$ cat config.mk
export PLATFORM = sky130hd
export DESIGN_NAME = plc_delay_and_pulse_timer
export DESIGN_NICKNAME = d
export VERILOG_FILES = /design/src/rtl/pdpt_pkg.sv /design/src/rtl/pdpt_front.sv /design/src/rtl/pdpt_queue.sv /design/src/rtl/pdpt_split.sv /design/src/rtl/plc_delay_and_pulse_timer.sv
export SDC_FILE = /design/constraint.sdc
export NUM_CORES = 2
export LEC_CHECK = 0
export BUFFER_PORTS_ARGS = -buffer_cell sky130_fd_sc_hd__buf_2
export CORE_AREA = 2 2 276 278
export CTS_CLUSTER_DIAMETER = 100
export DETAILED_ROUTE_END_ITERATION = 8
export DIE_AREA = 0 0 278 280
export GPL_TIMING_DRIVEN = 0
export PLACE_DENSITY = 0.76
export SETUP_SLACK_MARGIN = 0.5
export SLEW_MARGIN = 20
export SYNTH_ARGS = -nofsm -noshare
export SYNTH_HDL_FRONTEND = slang
export SYNTH_SLANG_ARGS = --single-unit
$ cat constraint.sdc
create_clock -name clk -period 14.45 [get_ports clk]
set_input_delay 2.89 -clock clk [delete_from_list [all_inputs] [get_ports clk]]
set_output_delay 2.89 -clock clk [all_outputs]
set_load 0.02 [all_outputs]
$ cat src/rtl/pdpt_pkg.sv
// Package of the PLC delay and pulse timer: mode and register codes,
// the split reciprocals and the structs that pass between the parts.
// Depends on nothing.
package pdpt_pkg;

    localparam logic [1:0] MODE_ON_DELAY  = 2'd0;
    localparam logic [1:0] MODE_OFF_DELAY = 2'd1;
    localparam logic [1:0] MODE_PULSE     = 2'd2;

    localparam logic REG_TIMER_MODE = 1'b0;
    localparam logic REG_PRESET_MS  = 1'b1;

    // Reciprocals for exact division by constants after a pre-shift:
    // x/1000 = ((x>>3)*RECIP_125)>>36, x/60 = ((x>>2)*RECIP_15)>>N,
    // x/24 = ((x>>3)*RECIP_3)>>10.
    localparam logic [29:0] RECIP_125_S36 = 30'd549755814;
    localparam logic [21:0] RECIP_15_S25  = 22'd2236963;
    localparam logic [15:0] RECIP_15_S19  = 16'd34953;
    localparam logic [8:0]  RECIP_3_S10   = 9'd342;

    localparam logic [9:0]  MS_PER_SEC  = 10'd1000;
    localparam logic [5:0]  SEC_PER_MIN = 6'd60;
    localparam logic [4:0]  HR_PER_DAY  = 5'd24;

    typedef struct packed {
        logic        q;
        logic [31:0] et;
    } sample_t;

    typedef struct packed {
        logic        q;
        logic [31:0] total;
        logic [9:0]  millis;
        logic [5:0]  seconds;
        logic [5:0]  minutes;
        logic [4:0]  hours;
        logic [5:0]  days;
    } result_t;

endpackage

$ cat src/rtl/pdpt_front.sv
// Front part of the timer: configuration registers and the per-evaluation
// timer state update. Depends on pdpt_pkg.
module pdpt_front
    import pdpt_pkg::*;
#(
    parameter int COUNT_WIDTH = 32
)
(
    input  logic        clk,
    input  logic        rst_n,
    input  logic        cfg_we,
    input  logic        cfg_index,
    input  logic [31:0] cfg_data,
    input  logic        accept,
    input  logic        in_level,
    input  logic [15:0] elapsed_ms,
    output sample_t     sample
);

    logic [1:0]             mode_reg;
    logic [31:0]            preset_reg;
    logic [COUNT_WIDTH-1:0] run_count_reg, run_count_next;
    logic [31:0]            held_reg, held_next;
    logic                   q_bit_reg, q_bit_next;
    logic                   prev_level_reg;

    logic [COUNT_WIDTH:0]   sum;
    logic [COUNT_WIDTH-1:0] sat;
    logic                   q_pulse;

    always_comb
    begin
        sum = {1'b0, run_count_reg} + (COUNT_WIDTH + 1)'(elapsed_ms);
        sat = sum[COUNT_WIDTH] ? {COUNT_WIDTH{1'b1}} : sum[COUNT_WIDTH-1:0];
        run_count_next = sat;
        held_next      = held_reg;
        q_bit_next     = q_bit_reg;
        q_pulse        = q_bit_reg;
        case (mode_reg)
            MODE_ON_DELAY:
            begin
                if (!in_level)
                begin
                    q_bit_next     = 1'b0;
                    run_count_next = '0;
                end
                else if (!q_bit_reg)
                begin
                    held_next = 32'(sat);
                    if (held_next >= preset_reg)
                        q_bit_next = 1'b1;
                end
            end
            MODE_OFF_DELAY:
            begin
                if (in_level)
                begin
                    q_bit_next     = 1'b1;
                    run_count_next = '0;
                end
                else if (q_bit_reg)
                begin
                    held_next = 32'(sat);
                    if (held_next >= preset_reg)
                        q_bit_next = 1'b0;
                end
            end
            MODE_PULSE:
            begin
                // retrigger on every rising edge
                if (in_level && !prev_level_reg)
                begin
                    run_count_next = '0;
                    q_pulse        = 1'b1;
                end
                q_bit_next = q_pulse;
                if (q_pulse)
                begin
                    held_next = 32'(run_count_next);
                    if (held_next >= preset_reg)
                        q_bit_next = 1'b0;
                end
            end
            default:
            begin
                run_count_next = sat;
            end
        endcase
    end

    always_ff @(posedge clk or negedge rst_n)
    begin
        if (!rst_n)
        begin
            mode_reg   <= MODE_ON_DELAY;
            preset_reg <= '0;
        end
        else if (cfg_we)
        begin
            case (cfg_index)
                REG_TIMER_MODE: mode_reg   <= cfg_data[1:0];
                REG_PRESET_MS:  preset_reg <= cfg_data;
                default:        preset_reg <= preset_reg;
            endcase
        end
    end

    always_ff @(posedge clk or negedge rst_n)
    begin
        if (!rst_n)
        begin
            run_count_reg  <= '0;
            held_reg       <= '0;
            q_bit_reg      <= 1'b0;
            prev_level_reg <= 1'b0;
        end
        else if (accept)
        begin
            run_count_reg  <= run_count_next;
            held_reg       <= held_next;
            q_bit_reg      <= q_bit_next;
            prev_level_reg <= in_level;
        end
    end

    assign sample.q  = q_bit_next;
    assign sample.et = held_next;

    a_on_delay_low_clears: assert property (@(posedge clk) disable iff (!rst_n)
        (accept && mode_reg == MODE_ON_DELAY && !in_level) |=> !q_bit_reg)
        else $error("on-delay with low input left the output set");

endmodule

$ cat src/rtl/pdpt_queue.sv
// Short queue of timer samples between the front and the split pipeline.
// Depends on pdpt_pkg.
module pdpt_queue
    import pdpt_pkg::*;
#(
    parameter int DEPTH = 4
)
(
    input  logic    clk,
    input  logic    rst_n,
    input  logic    push,
    input  sample_t push_data,
    output logic    full,
    input  logic    pop,
    output logic    empty,
    output sample_t pop_data
);

    localparam int PTR_W = $clog2(DEPTH);
    localparam int CNT_W = $clog2(DEPTH + 1);

    sample_t            mem [DEPTH];
    logic [PTR_W-1:0]   wr_ptr_reg, rd_ptr_reg;
    logic [CNT_W-1:0]   count_reg;
    logic               wr, rd;

    assign full     = (count_reg == CNT_W'(DEPTH));
    assign empty    = (count_reg == '0);
    assign wr       = push && !full;
    assign rd       = pop && !empty;
    assign pop_data = mem[rd_ptr_reg];

    always_ff @(posedge clk)
    begin
        if (wr)
            mem[wr_ptr_reg] <= push_data;
    end

    always_ff @(posedge clk or negedge rst_n)
    begin
        if (!rst_n)
        begin
            wr_ptr_reg <= '0;
            rd_ptr_reg <= '0;
            count_reg  <= '0;
        end
        else
        begin
            if (wr)
                wr_ptr_reg <= (wr_ptr_reg == PTR_W'(DEPTH - 1)) ? '0 : wr_ptr_reg + 1'b1;
            if (rd)
                rd_ptr_reg <= (rd_ptr_reg == PTR_W'(DEPTH - 1)) ? '0 : rd_ptr_reg + 1'b1;
            if (wr && !rd)
                count_reg <= count_reg + 1'b1;
            else if (rd && !wr)
                count_reg <= count_reg - 1'b1;
        end
    end

    a_fill_tracks_push: assert property (@(posedge clk) disable iff (!rst_n)
        (wr && !rd) |=> (count_reg == $past(count_reg) + 1'b1))
        else $error("queue fill count did not follow a lone push");

endmodule

$ cat src/rtl/pdpt_split.sv
// Back part of the timer: five-stage pipeline that splits the held elapsed
// time into days, hours, minutes, seconds and milliseconds. Depends on pdpt_pkg.
module pdpt_split
    import pdpt_pkg::*;
(
    input  logic    clk,
    input  logic    rst_n,
    input  logic    in_valid,
    input  sample_t in_data,
    output logic    take,
    output logic    out_valid,
    input  logic    pop,
    output result_t result
);

    typedef struct packed {
        logic        q;
        logic [31:0] et;
        logic [22:0] sec;
    } st1_t;

    typedef struct packed {
        logic        q;
        logic [31:0] et;
        logic [9:0]  millis;
        logic [5:0]  sec_lo;
        logic [16:0] mins;
    } st2_t;

    typedef struct packed {
        logic        q;
        logic [31:0] et;
        logic [9:0]  millis;
        logic [5:0]  seconds;
        logic [5:0]  min_lo;
        logic [10:0] hrs;
    } st3_t;

    typedef struct packed {
        logic        q;
        logic [31:0] et;
        logic [9:0]  millis;
        logic [5:0]  seconds;
        logic [5:0]  minutes;
        logic [4:0]  hr_lo;
        logic [5:0]  days;
    } st4_t;

    st1_t    s1_reg;
    st2_t    s2_reg;
    st3_t    s3_reg;
    st4_t    s4_reg;
    result_t s5_reg;
    logic [4:0] v_reg;
    logic       adv;

    logic [58:0] prod1;
    logic [42:0] prod2;
    logic [30:0] prod3;
    logic [16:0] prod4;
    logic [32:0] sec_ms;
    logic [22:0] min_s;
    logic [16:0] hr_m;
    logic [10:0] day_h;

    // the whole pipeline moves together unless the result is held
    assign adv  = !v_reg[4] || pop;
    assign take = adv && in_valid;

    always_comb
    begin
        prod1  = 59'(in_data.et[31:3]) * 59'(RECIP_125_S36);
        prod2  = 43'(s1_reg.sec[22:2]) * 43'(RECIP_15_S25);
        sec_ms = 33'(s1_reg.sec) * 33'(MS_PER_SEC);
        prod3  = 31'(s2_reg.mins[16:2]) * 31'(RECIP_15_S19);
        min_s  = 23'(s2_reg.mins) * 23'(SEC_PER_MIN);
        prod4  = 17'(s3_reg.hrs[10:3]) * 17'(RECIP_3_S10);
        hr_m   = 17'(s3_reg.hrs) * 17'(SEC_PER_MIN);
        day_h  = 11'(s4_reg.days) * 11'(HR_PER_DAY);
    end

    always_ff @(posedge clk)
    begin
        if (adv)
        begin
            s1_reg.q   <= in_data.q;
            s1_reg.et  <= in_data.et;
            s1_reg.sec <= prod1[58:36];

            s2_reg.q      <= s1_reg.q;
            s2_reg.et     <= s1_reg.et;
            s2_reg.millis <= s1_reg.et[9:0] - sec_ms[9:0];
            s2_reg.sec_lo <= s1_reg.sec[5:0];
            s2_reg.mins   <= prod2[41:25];

            s3_reg.q       <= s2_reg.q;
            s3_reg.et      <= s2_reg.et;
            s3_reg.millis  <= s2_reg.millis;
            s3_reg.seconds <= s2_reg.sec_lo - min_s[5:0];
            s3_reg.min_lo  <= s2_reg.mins[5:0];
            s3_reg.hrs     <= prod3[29:19];

            s4_reg.q       <= s3_reg.q;
            s4_reg.et      <= s3_reg.et;
            s4_reg.millis  <= s3_reg.millis;
            s4_reg.seconds <= s3_reg.seconds;
            s4_reg.minutes <= s3_reg.min_lo - hr_m[5:0];
            s4_reg.hr_lo   <= s3_reg.hrs[4:0];
            s4_reg.days    <= prod4[15:10];

            s5_reg.q       <= s4_reg.q;
            s5_reg.total   <= s4_reg.et;
            s5_reg.millis  <= s4_reg.millis;
            s5_reg.seconds <= s4_reg.seconds;
            s5_reg.minutes <= s4_reg.minutes;
            s5_reg.hours   <= s4_reg.hr_lo - day_h[4:0];
            s5_reg.days    <= s4_reg.days;
        end
    end

    always_ff @(posedge clk or negedge rst_n)
    begin
        if (!rst_n)
            v_reg <= '0;
        else if (adv)
            v_reg <= {v_reg[3:0], in_valid};
    end

    assign out_valid = v_reg[4];
    assign result    = s5_reg;

    a_fields_in_range: assert property (@(posedge clk) disable iff (!rst_n)
        out_valid |-> (s5_reg.millis < 10'd1000 && s5_reg.seconds < 6'd60 &&
                       s5_reg.minutes < 6'd60 && s5_reg.hours < 5'd24))
        else $error("time split field out of range");

    a_split_rebuilds_total: assert property (@(posedge clk) disable iff (!rst_n)
        out_valid |-> (s5_reg.total == 32'(32'(s5_reg.days) * 32'd86400000 +
                       32'(s5_reg.hours) * 32'd3600000 + 32'(s5_reg.minutes) * 32'd60000 +
                       32'(s5_reg.seconds) * 32'd1000 + 32'(s5_reg.millis))))
        else $error("time split does not add back to the total");

endmodule

$ cat src/rtl/plc_delay_and_pulse_timer.sv
// PLC delay and pulse timer: on-delay, off-delay and pulse modes.
// A result reaches the result ports after its sample passes the sample queue and the split stages s1 to s5.
// Throughput: one item per cycle while the sample queue has room, set by the state update in the front.
// The five-stage split pipeline and the sample queue let either side stall alone.
// Reset (rst_n low, asynchronous) zeroes timer state and registers, empties the sample queue and the split pipeline.
// Depends on pdpt_pkg, pdpt_front, pdpt_queue and pdpt_split.
module plc_delay_and_pulse_timer
    import pdpt_pkg::*;
#(
    parameter int COUNT_WIDTH = 32,
    parameter int QUEUE_DEPTH = 4
)
(
    input  logic        clk,
    input  logic        rst_n,
    // configuration writes
    input  logic        cfg_we,
    input  logic        cfg_index,
    input  logic [31:0] cfg_data,
    // input queue side
    input  logic        push,
    output logic        full,
    input  logic        in_level,
    input  logic [15:0] elapsed_ms,
    // result queue side
    output logic        empty,
    input  logic        pop,
    output logic        q_out,
    output logic [31:0] et_total_ms,
    output logic [9:0]  et_millis,
    output logic [5:0]  et_seconds,
    output logic [5:0]  et_minutes,
    output logic [4:0]  et_hours,
    output logic [5:0]  et_days
);

    sample_t sample, queued;
    result_t result;
    logic    accept;
    logic    q_empty;
    logic    take;
    logic    out_valid;

    // an input transfer completes when the sample queue has room
    assign accept = push && !full;

    // front: advance the timer state and hand the sample on
    pdpt_front #(
        .COUNT_WIDTH (COUNT_WIDTH)
    ) u_front (
        .clk        (clk),
        .rst_n      (rst_n),
        .cfg_we     (cfg_we),
        .cfg_index  (cfg_index),
        .cfg_data   (cfg_data),
        .accept     (accept),
        .in_level   (in_level),
        .elapsed_ms (elapsed_ms),
        .sample     (sample)
    );

    // hold samples while the split pipeline is stalled by the consumer
    pdpt_queue #(
        .DEPTH (QUEUE_DEPTH)
    ) u_queue (
        .clk       (clk),
        .rst_n     (rst_n),
        .push      (accept),
        .push_data (sample),
        .full      (full),
        .pop       (take),
        .empty     (q_empty),
        .pop_data  (queued)
    );

    // back: split the held time and keep the result until its transfer
    pdpt_split u_split (
        .clk       (clk),
        .rst_n     (rst_n),
        .in_valid  (!q_empty),
        .in_data   (queued),
        .take      (take),
        .out_valid (out_valid),
        .pop       (pop),
        .result    (result)
    );

    assign empty       = !out_valid;
    assign q_out       = result.q;
    assign et_total_ms = result.total;
    assign et_millis   = result.millis;
    assign et_seconds  = result.seconds;
    assign et_minutes  = result.minutes;
    assign et_hours    = result.hours;
    assign et_days     = result.days;

endmodule
# [Word level (Yosys, flattened, before mapping)]
# Memories as Yosys holds them, arrays and structs flattened.
# Index checks and enable logic that the tools add are counted.
# W data, S select, Z words.
[totals] register_bits=432 romBits=0 wordCells=112 latchBits=0 mem_bits_rw=132 input_bits=55 n_memories=1
[op_classes] mul=8 add_sub_neg=9 muxes=29 n_reduce_logical=19 div_mod_pow=0 bitwise=1 n_lt_le_gt_ge=2 n_shift=0 n_eq_ne=5
[mem_list] name="u_queue.mem" depth=4 word_bits=33 read_ports=1 rd_ports_with_merged_regs=0 wr=1 line="pdpt_queue.sv:22" source="sample_t mem [DEPTH];"
[op_table] operator="$mux W32" n=10
[op_table] operator="$pmux W32 S3" n=2
[op_table] operator="$ge A32 B32 Y1" n=2
[op_table] operator="$mul A29 B29 Y58 const B" n=1
[op_table] operator="$mul A21 B22 Y42 const B" n=1
[op_table] operator="$add A32 B16 Y33" n=1
[op_table] operator="$mul A15 B16 Y30 const B" n=1
[op_table] operator="$mul A23 B7 Y7 const B" n=1
[op_table] operator="$mul A17 B4 Y4 const B" n=1
[op_table] operator="$mul A8 B8 Y15 const B" n=1
[op_table] operator="$mux W1" n=12
[op_table] operator="$sub A6 B6 Y6" n=2
[op_table] operator="$mul A11 B4 Y4 const B" n=1
[op_table] operator="$sub A10 B10 Y10" n=1
[op_table] operator="$logic_and A1 B1 Y1" n=7
[op_table] operator="$eq A2 B2 Y1 const B" n=3
[op_table] operator="$logic_not A1 Y1" n=6
[op_table] operator="$mul A6 B2 Y2 const B" n=1
[op_table] operator="$mux W3" n=2
[op_table] operator="$sub A5 B5 Y5" n=1
[op_table] operator="$add A2 B1 Y2 const B" n=2
[op_table] operator="$mux W2" n=2
[op_table] operator="$reduce_and A2 Y1" n=2
[op_table] operator="$add A3 B1 Y3 const B" n=1
[op_table] operator="other kinds (9)" n=9

# [Logic depth before layout (Yosys ltp)]
[depth] ltp_word=8 ltp_mapped=28 depth_no_buf=26

# [Hierarchy]
# A second synthesis with hierarchy kept.
[unflattened] hier_cells=3834 hier_area_um2=44943.1
[modules_own_cells] module="pdpt_split" instances=1 area_per_inst_um2=31388.9 cells_per_inst=2624
[modules_own_cells] module="pdpt_front" instances=1 area_per_inst_um2=8304.2 cells_per_inst=997
[modules_own_cells] module="pdpt_queue" instances=1 area_per_inst_um2=5228.8 cells_per_inst=210
[modules_own_cells] module="plc_delay_and_pulse_timer" instances=1 area_per_inst_um2=21.3 cells_per_inst=3

# [Worst setup path after synthesis]
# OpenSTA, ideal clock, no wires.
[synth_timing] path_kind="input-to-reg" from="input pop" to="register u_queue.count_reg[1]" required_time_ps=14325 stages=8 path_slack_ps=957 setup_ps=125 path_buffers=1 arrival_ps=13369 path_cell_list="nand2b_1 -> clkbuf_1 -> o31a_1 -> inv_1 -> ha_1 -> inv_1 -> fa_1 -> mux2_2"
[synth_via] elab_chain_cells=6 elab_cells_between_ends=8 classes_between="mux (1); reduce/logical (7)"
[synth_rtl] element="start, declared" line="plc_delay_and_pulse_timer.sv:27" source="input logic pop,"
[synth_rtl] element="$logic_or A1 B1 Y1 *" line="pdpt_split.sv:67" source="assign adv = !v_reg[4] || pop;"
[synth_rtl] element="$logic_and A1 B1 Y1 *" line="pdpt_split.sv:68" source="assign take = adv && in_valid;"
[synth_rtl] element="$logic_and A1 B1 Y1 *" line="pdpt_queue.sv:30" source="assign rd = pop && !empty;"
[synth_rtl] element="$logic_not A1 Y1" line="pdpt_queue.sv:53" source="if (wr && !rd)"
[synth_rtl] element="$logic_and A1 B1 Y1" line="pdpt_queue.sv:53"
[synth_rtl] element="$mux W3 or $reduce_bool A2 Y1 (tied branches)"
[synth_rtl] element="end signal, assigned" line="pdpt_queue.sv:54" source="count_reg <= count_reg + 1'b1;"
[synth_rtl] element="end signal, assigned" line="pdpt_queue.sv:56" source="count_reg <= count_reg - 1'b1;"
[synth_rtl] element="end, declared" line="pdpt_queue.sv:24" source="logic [CNT_W-1:0] count_reg;"
# Every way passes the cells marked *; elsewhere a longest branch is shown, timed or not.
# A chain may end at the register's enable or synchronous reset.

==> results by group <==
Run status
  • Status: finished clean

Floorplan
  • Starting Density: around three fifths
  • Core area: around 75,000 µm²
  • Die X-Extent: 278 µm
  • IO Pins: around 120
  • Row cnt: roughly 100
  • Die area: just under 80,000 µm²
  • Die Y: about 280 µm

Clock tree
  • # resized after CTS: 0
  • CTS H-tree depth: 2
  • Setup Buffers After CTS: 0
  • CTS tree: yes
  • Total CTS buffers: a little under 60
  • Hold-fix buffers, CTS: 0
  • Clock root buffer master: clkbuf_16
  • Worst-Skew Late Latency: roughly 0.63 ns
  • Longest Clk Path Bufs: 3
  • Clock Sinks: 552
  • Reg clk slew, reported paths: 0.06 ns

STA
  • Setup Skew: approximately 0.041 ns
  • RSZ-0062 raised after global routing: false
  • Slew Limit Fails: 0
  • Relative slew margins: between 30% and 40%
  • Final-report hold violation count: 0
  • Crit path time final: ~9.6 ns
  • Fin crit share: about two thirds
  • Slew @ Worst Pin: about 0.99 ns
  • Setup violators final: 0
  • Max Freq: around 100 MHz
  • Hold_ws: 0.399 ns

Hold path
  • Hold Path Class: reg2reg
  • Worst hold path startpoint: u_split.s4_reg[31]$_DFFE_PN_
  • Hold Crit Depth: 0
  • Hold worst-path end: u_split.result[31]$_DFFE_PN_

Final layout
  • Final net count: slightly above 5,000
  • Fin area: 48,500 µm²
  • Register bank with the most flops: u_queue.mem
  • Ant. Diodes: 0
  • Final std cells w/o fill: between 4,000 and 5,000
  • Most common cell after layout, fill and taps aside: ha_1
  • P&R area growth vs syn: 9.24%
  • Max reg flops: roughly 130
  • Commonest cells after routing, fill and taps aside: ha_1 (777), inv_1 (747), edfxtp_1 (440)
  • Layout cells sized above 1: under 10%

Worst setup path
  • Delay of the slowest critical-path stage: around 0.90 ns
  • R2R cell count: 27
  • Crit. End Element: flip-flop
  • CP max-delay cell: mux4_2
  • Setup crit start kind: flip-flop
  • Crit path arrival time: roughly 10 ns
  • CP Launch Point: u_queue.rd_ptr_reg[0]$_DFFE_PN0P_
  • Crit-path leading delay family: adder cells
  • Number of buffers and inverters on the critical path: 8
  • Crit-path max FO: 12
  • FF-to-FF End: u_split.s1_reg[16]$_DFFE_PN_
  • Required time worst endpoint: around 15 ns
  • RR Startpoint: u_queue.rd_ptr_reg[0]$_DFFE_PN0P_
  • Most frequent CP cell: fa_1
  • R2R setup slack: about 4.8 ns
  • Critical path type: reg2reg

Detailed routing
  • Wirelength per Cell: between 15 and 20 µm
  • Drt drc: 0
  • Antenna viol nets, final: 0
  • 1st-iter DRT viols: ~2,000
  • Via count: ~28,000
  • Post-Route WL: 96.2 mm
  • Via density: around 5.6
  • DRT Pass-1 Iters: 5

GRT
  • Initial antenna violation count: 0
  • Largest net degree at the start of global routing: 75
  • Total global routing overflow: 0
  • Vias in the first global route: between 20,000 and 30,000
  • Total Routing Usage GR: about a quarter
  • First-pass GRT wire length: roughly 160 mm

Placement
  • Final HPWL DP: 76.6 mm
  • Area after DPL: 46,500 µm²
  • Port Buf Inserts: around 120
  • Dpl cells: 4,865
  • RePlAce Congestion: 0.999

Logic synthesis
  • Synth Area per Inst: approximately 12 µm²
  • Post-Syn Instances: 3,756
  • Post-Synth Simple-Gate Area: ~5.1%
  • Sequential element share of the synthesized area: 36.1%
  • Synth Warn #: 0
  • Post-synthesis adder-cell area fraction: 38.3%
  • Main combinational cell family by area after synthesis: adder cells
  • Post-synthesis compound-gate area fraction: 8.62%
  • Synth Cell Area: 44,400 µm²
  • Ys flop type: edfxtp_1
  • Syn Nets: between 4,000 and 5,000
  • Seq cells post-synth: about 550
  • Netlist cell types: 81
  • Post-synth ARST share: roughly a fifth
  • Mux cell area share after synthesis: around 2.8%
  • Post-Synth XOR/XNOR Area: 2.17%
  • EDFF count, synth: 440

Job
  • MaxCap Viol Count: 0
how the worst max path moves through the flow:
stage	end	slack, ns	cells after the start
after floorplan	u_queue.count_reg[1]$_DFFE_PN0P_	0.96	8
after global placement	u_queue.count_reg[1]$_DFFE_PN0P_	-2.15	9
after detailed placement	u_split.s1_reg[16]$_DFFE_PN_	4.70	25
after CTS	u_split.s1_reg[16]$_DFFE_PN_	4.63	25
after global routing	u_split.s1_reg[18]$_DFFE_PN_	4.25	26
final	u_split.s1_reg[16]$_DFFE_PN_	4.81	27
per-stage QoR:
step | setup TNS (ns) | setup slack [ns] | utilization [%]
2_1_floorplan | 0 | 0.957 | -
3_3_place_gp | -337.50 | -2.15 | 61.5
3_5_place_dp | 0 | 4.70 | 61.8
4_1_cts | 0 | 4.63 | 64.5
5_1_grt | 0 | 4.25 | 64.5
6_report | 0 | 4.81 | 64.5
Yosys cell counts, drive strengths merged (37+ instances only):
cell | number | area share, %
ha | 777 | 22
inv | 748 | 6.3
edfxtp | 440 | 30
fa | 365 | 16
nor2 | 153 | 1.3
a21oi | 146 | 1.6
nand2 | 132 | 1.1
o21ai | 122 | 1.4
dfrtp | 112 | 6.3
a21o | 75 | 1.3
xnor2 | 75 | 1.5
clkbuf | 47 | 0.40
mux2 | 41 | 1.0
nand3 | 37 | 0.43
layout make-up:
type	count	area, µm²
tap	978	1220
inverter	750	2820
clock buffer	68	1510
timing repair buffer	131	850
clock inverter	40	498
buffer	66	274
multi-input combinational	2388	25300
sequential	552	16000
fill	5718	26700
metal layers:
layer  track usage (%)  routed length, µm
met1              34.7              41200
met2              43.1              45700
met3              2.85               4880
met4              10.4               4440
met5                 0                  0
cells by family (layout without fill, tap and decap cells):
group | after synthesis | count (layout)
adders and majority gates | 1142 | 1142
DFF | 552 | 552
muxes | 77 | 77
buffers and inverters | 816 | 1055
and+or+nand+nor | 482 | 482
xor gates and xnor gates | 110 | 110
AOI/OAI and AO/OA | 577 | 577
Power is not shown: default switching activity piles up to over one toggle a cycle in this logic, so the estimate is an artifact.
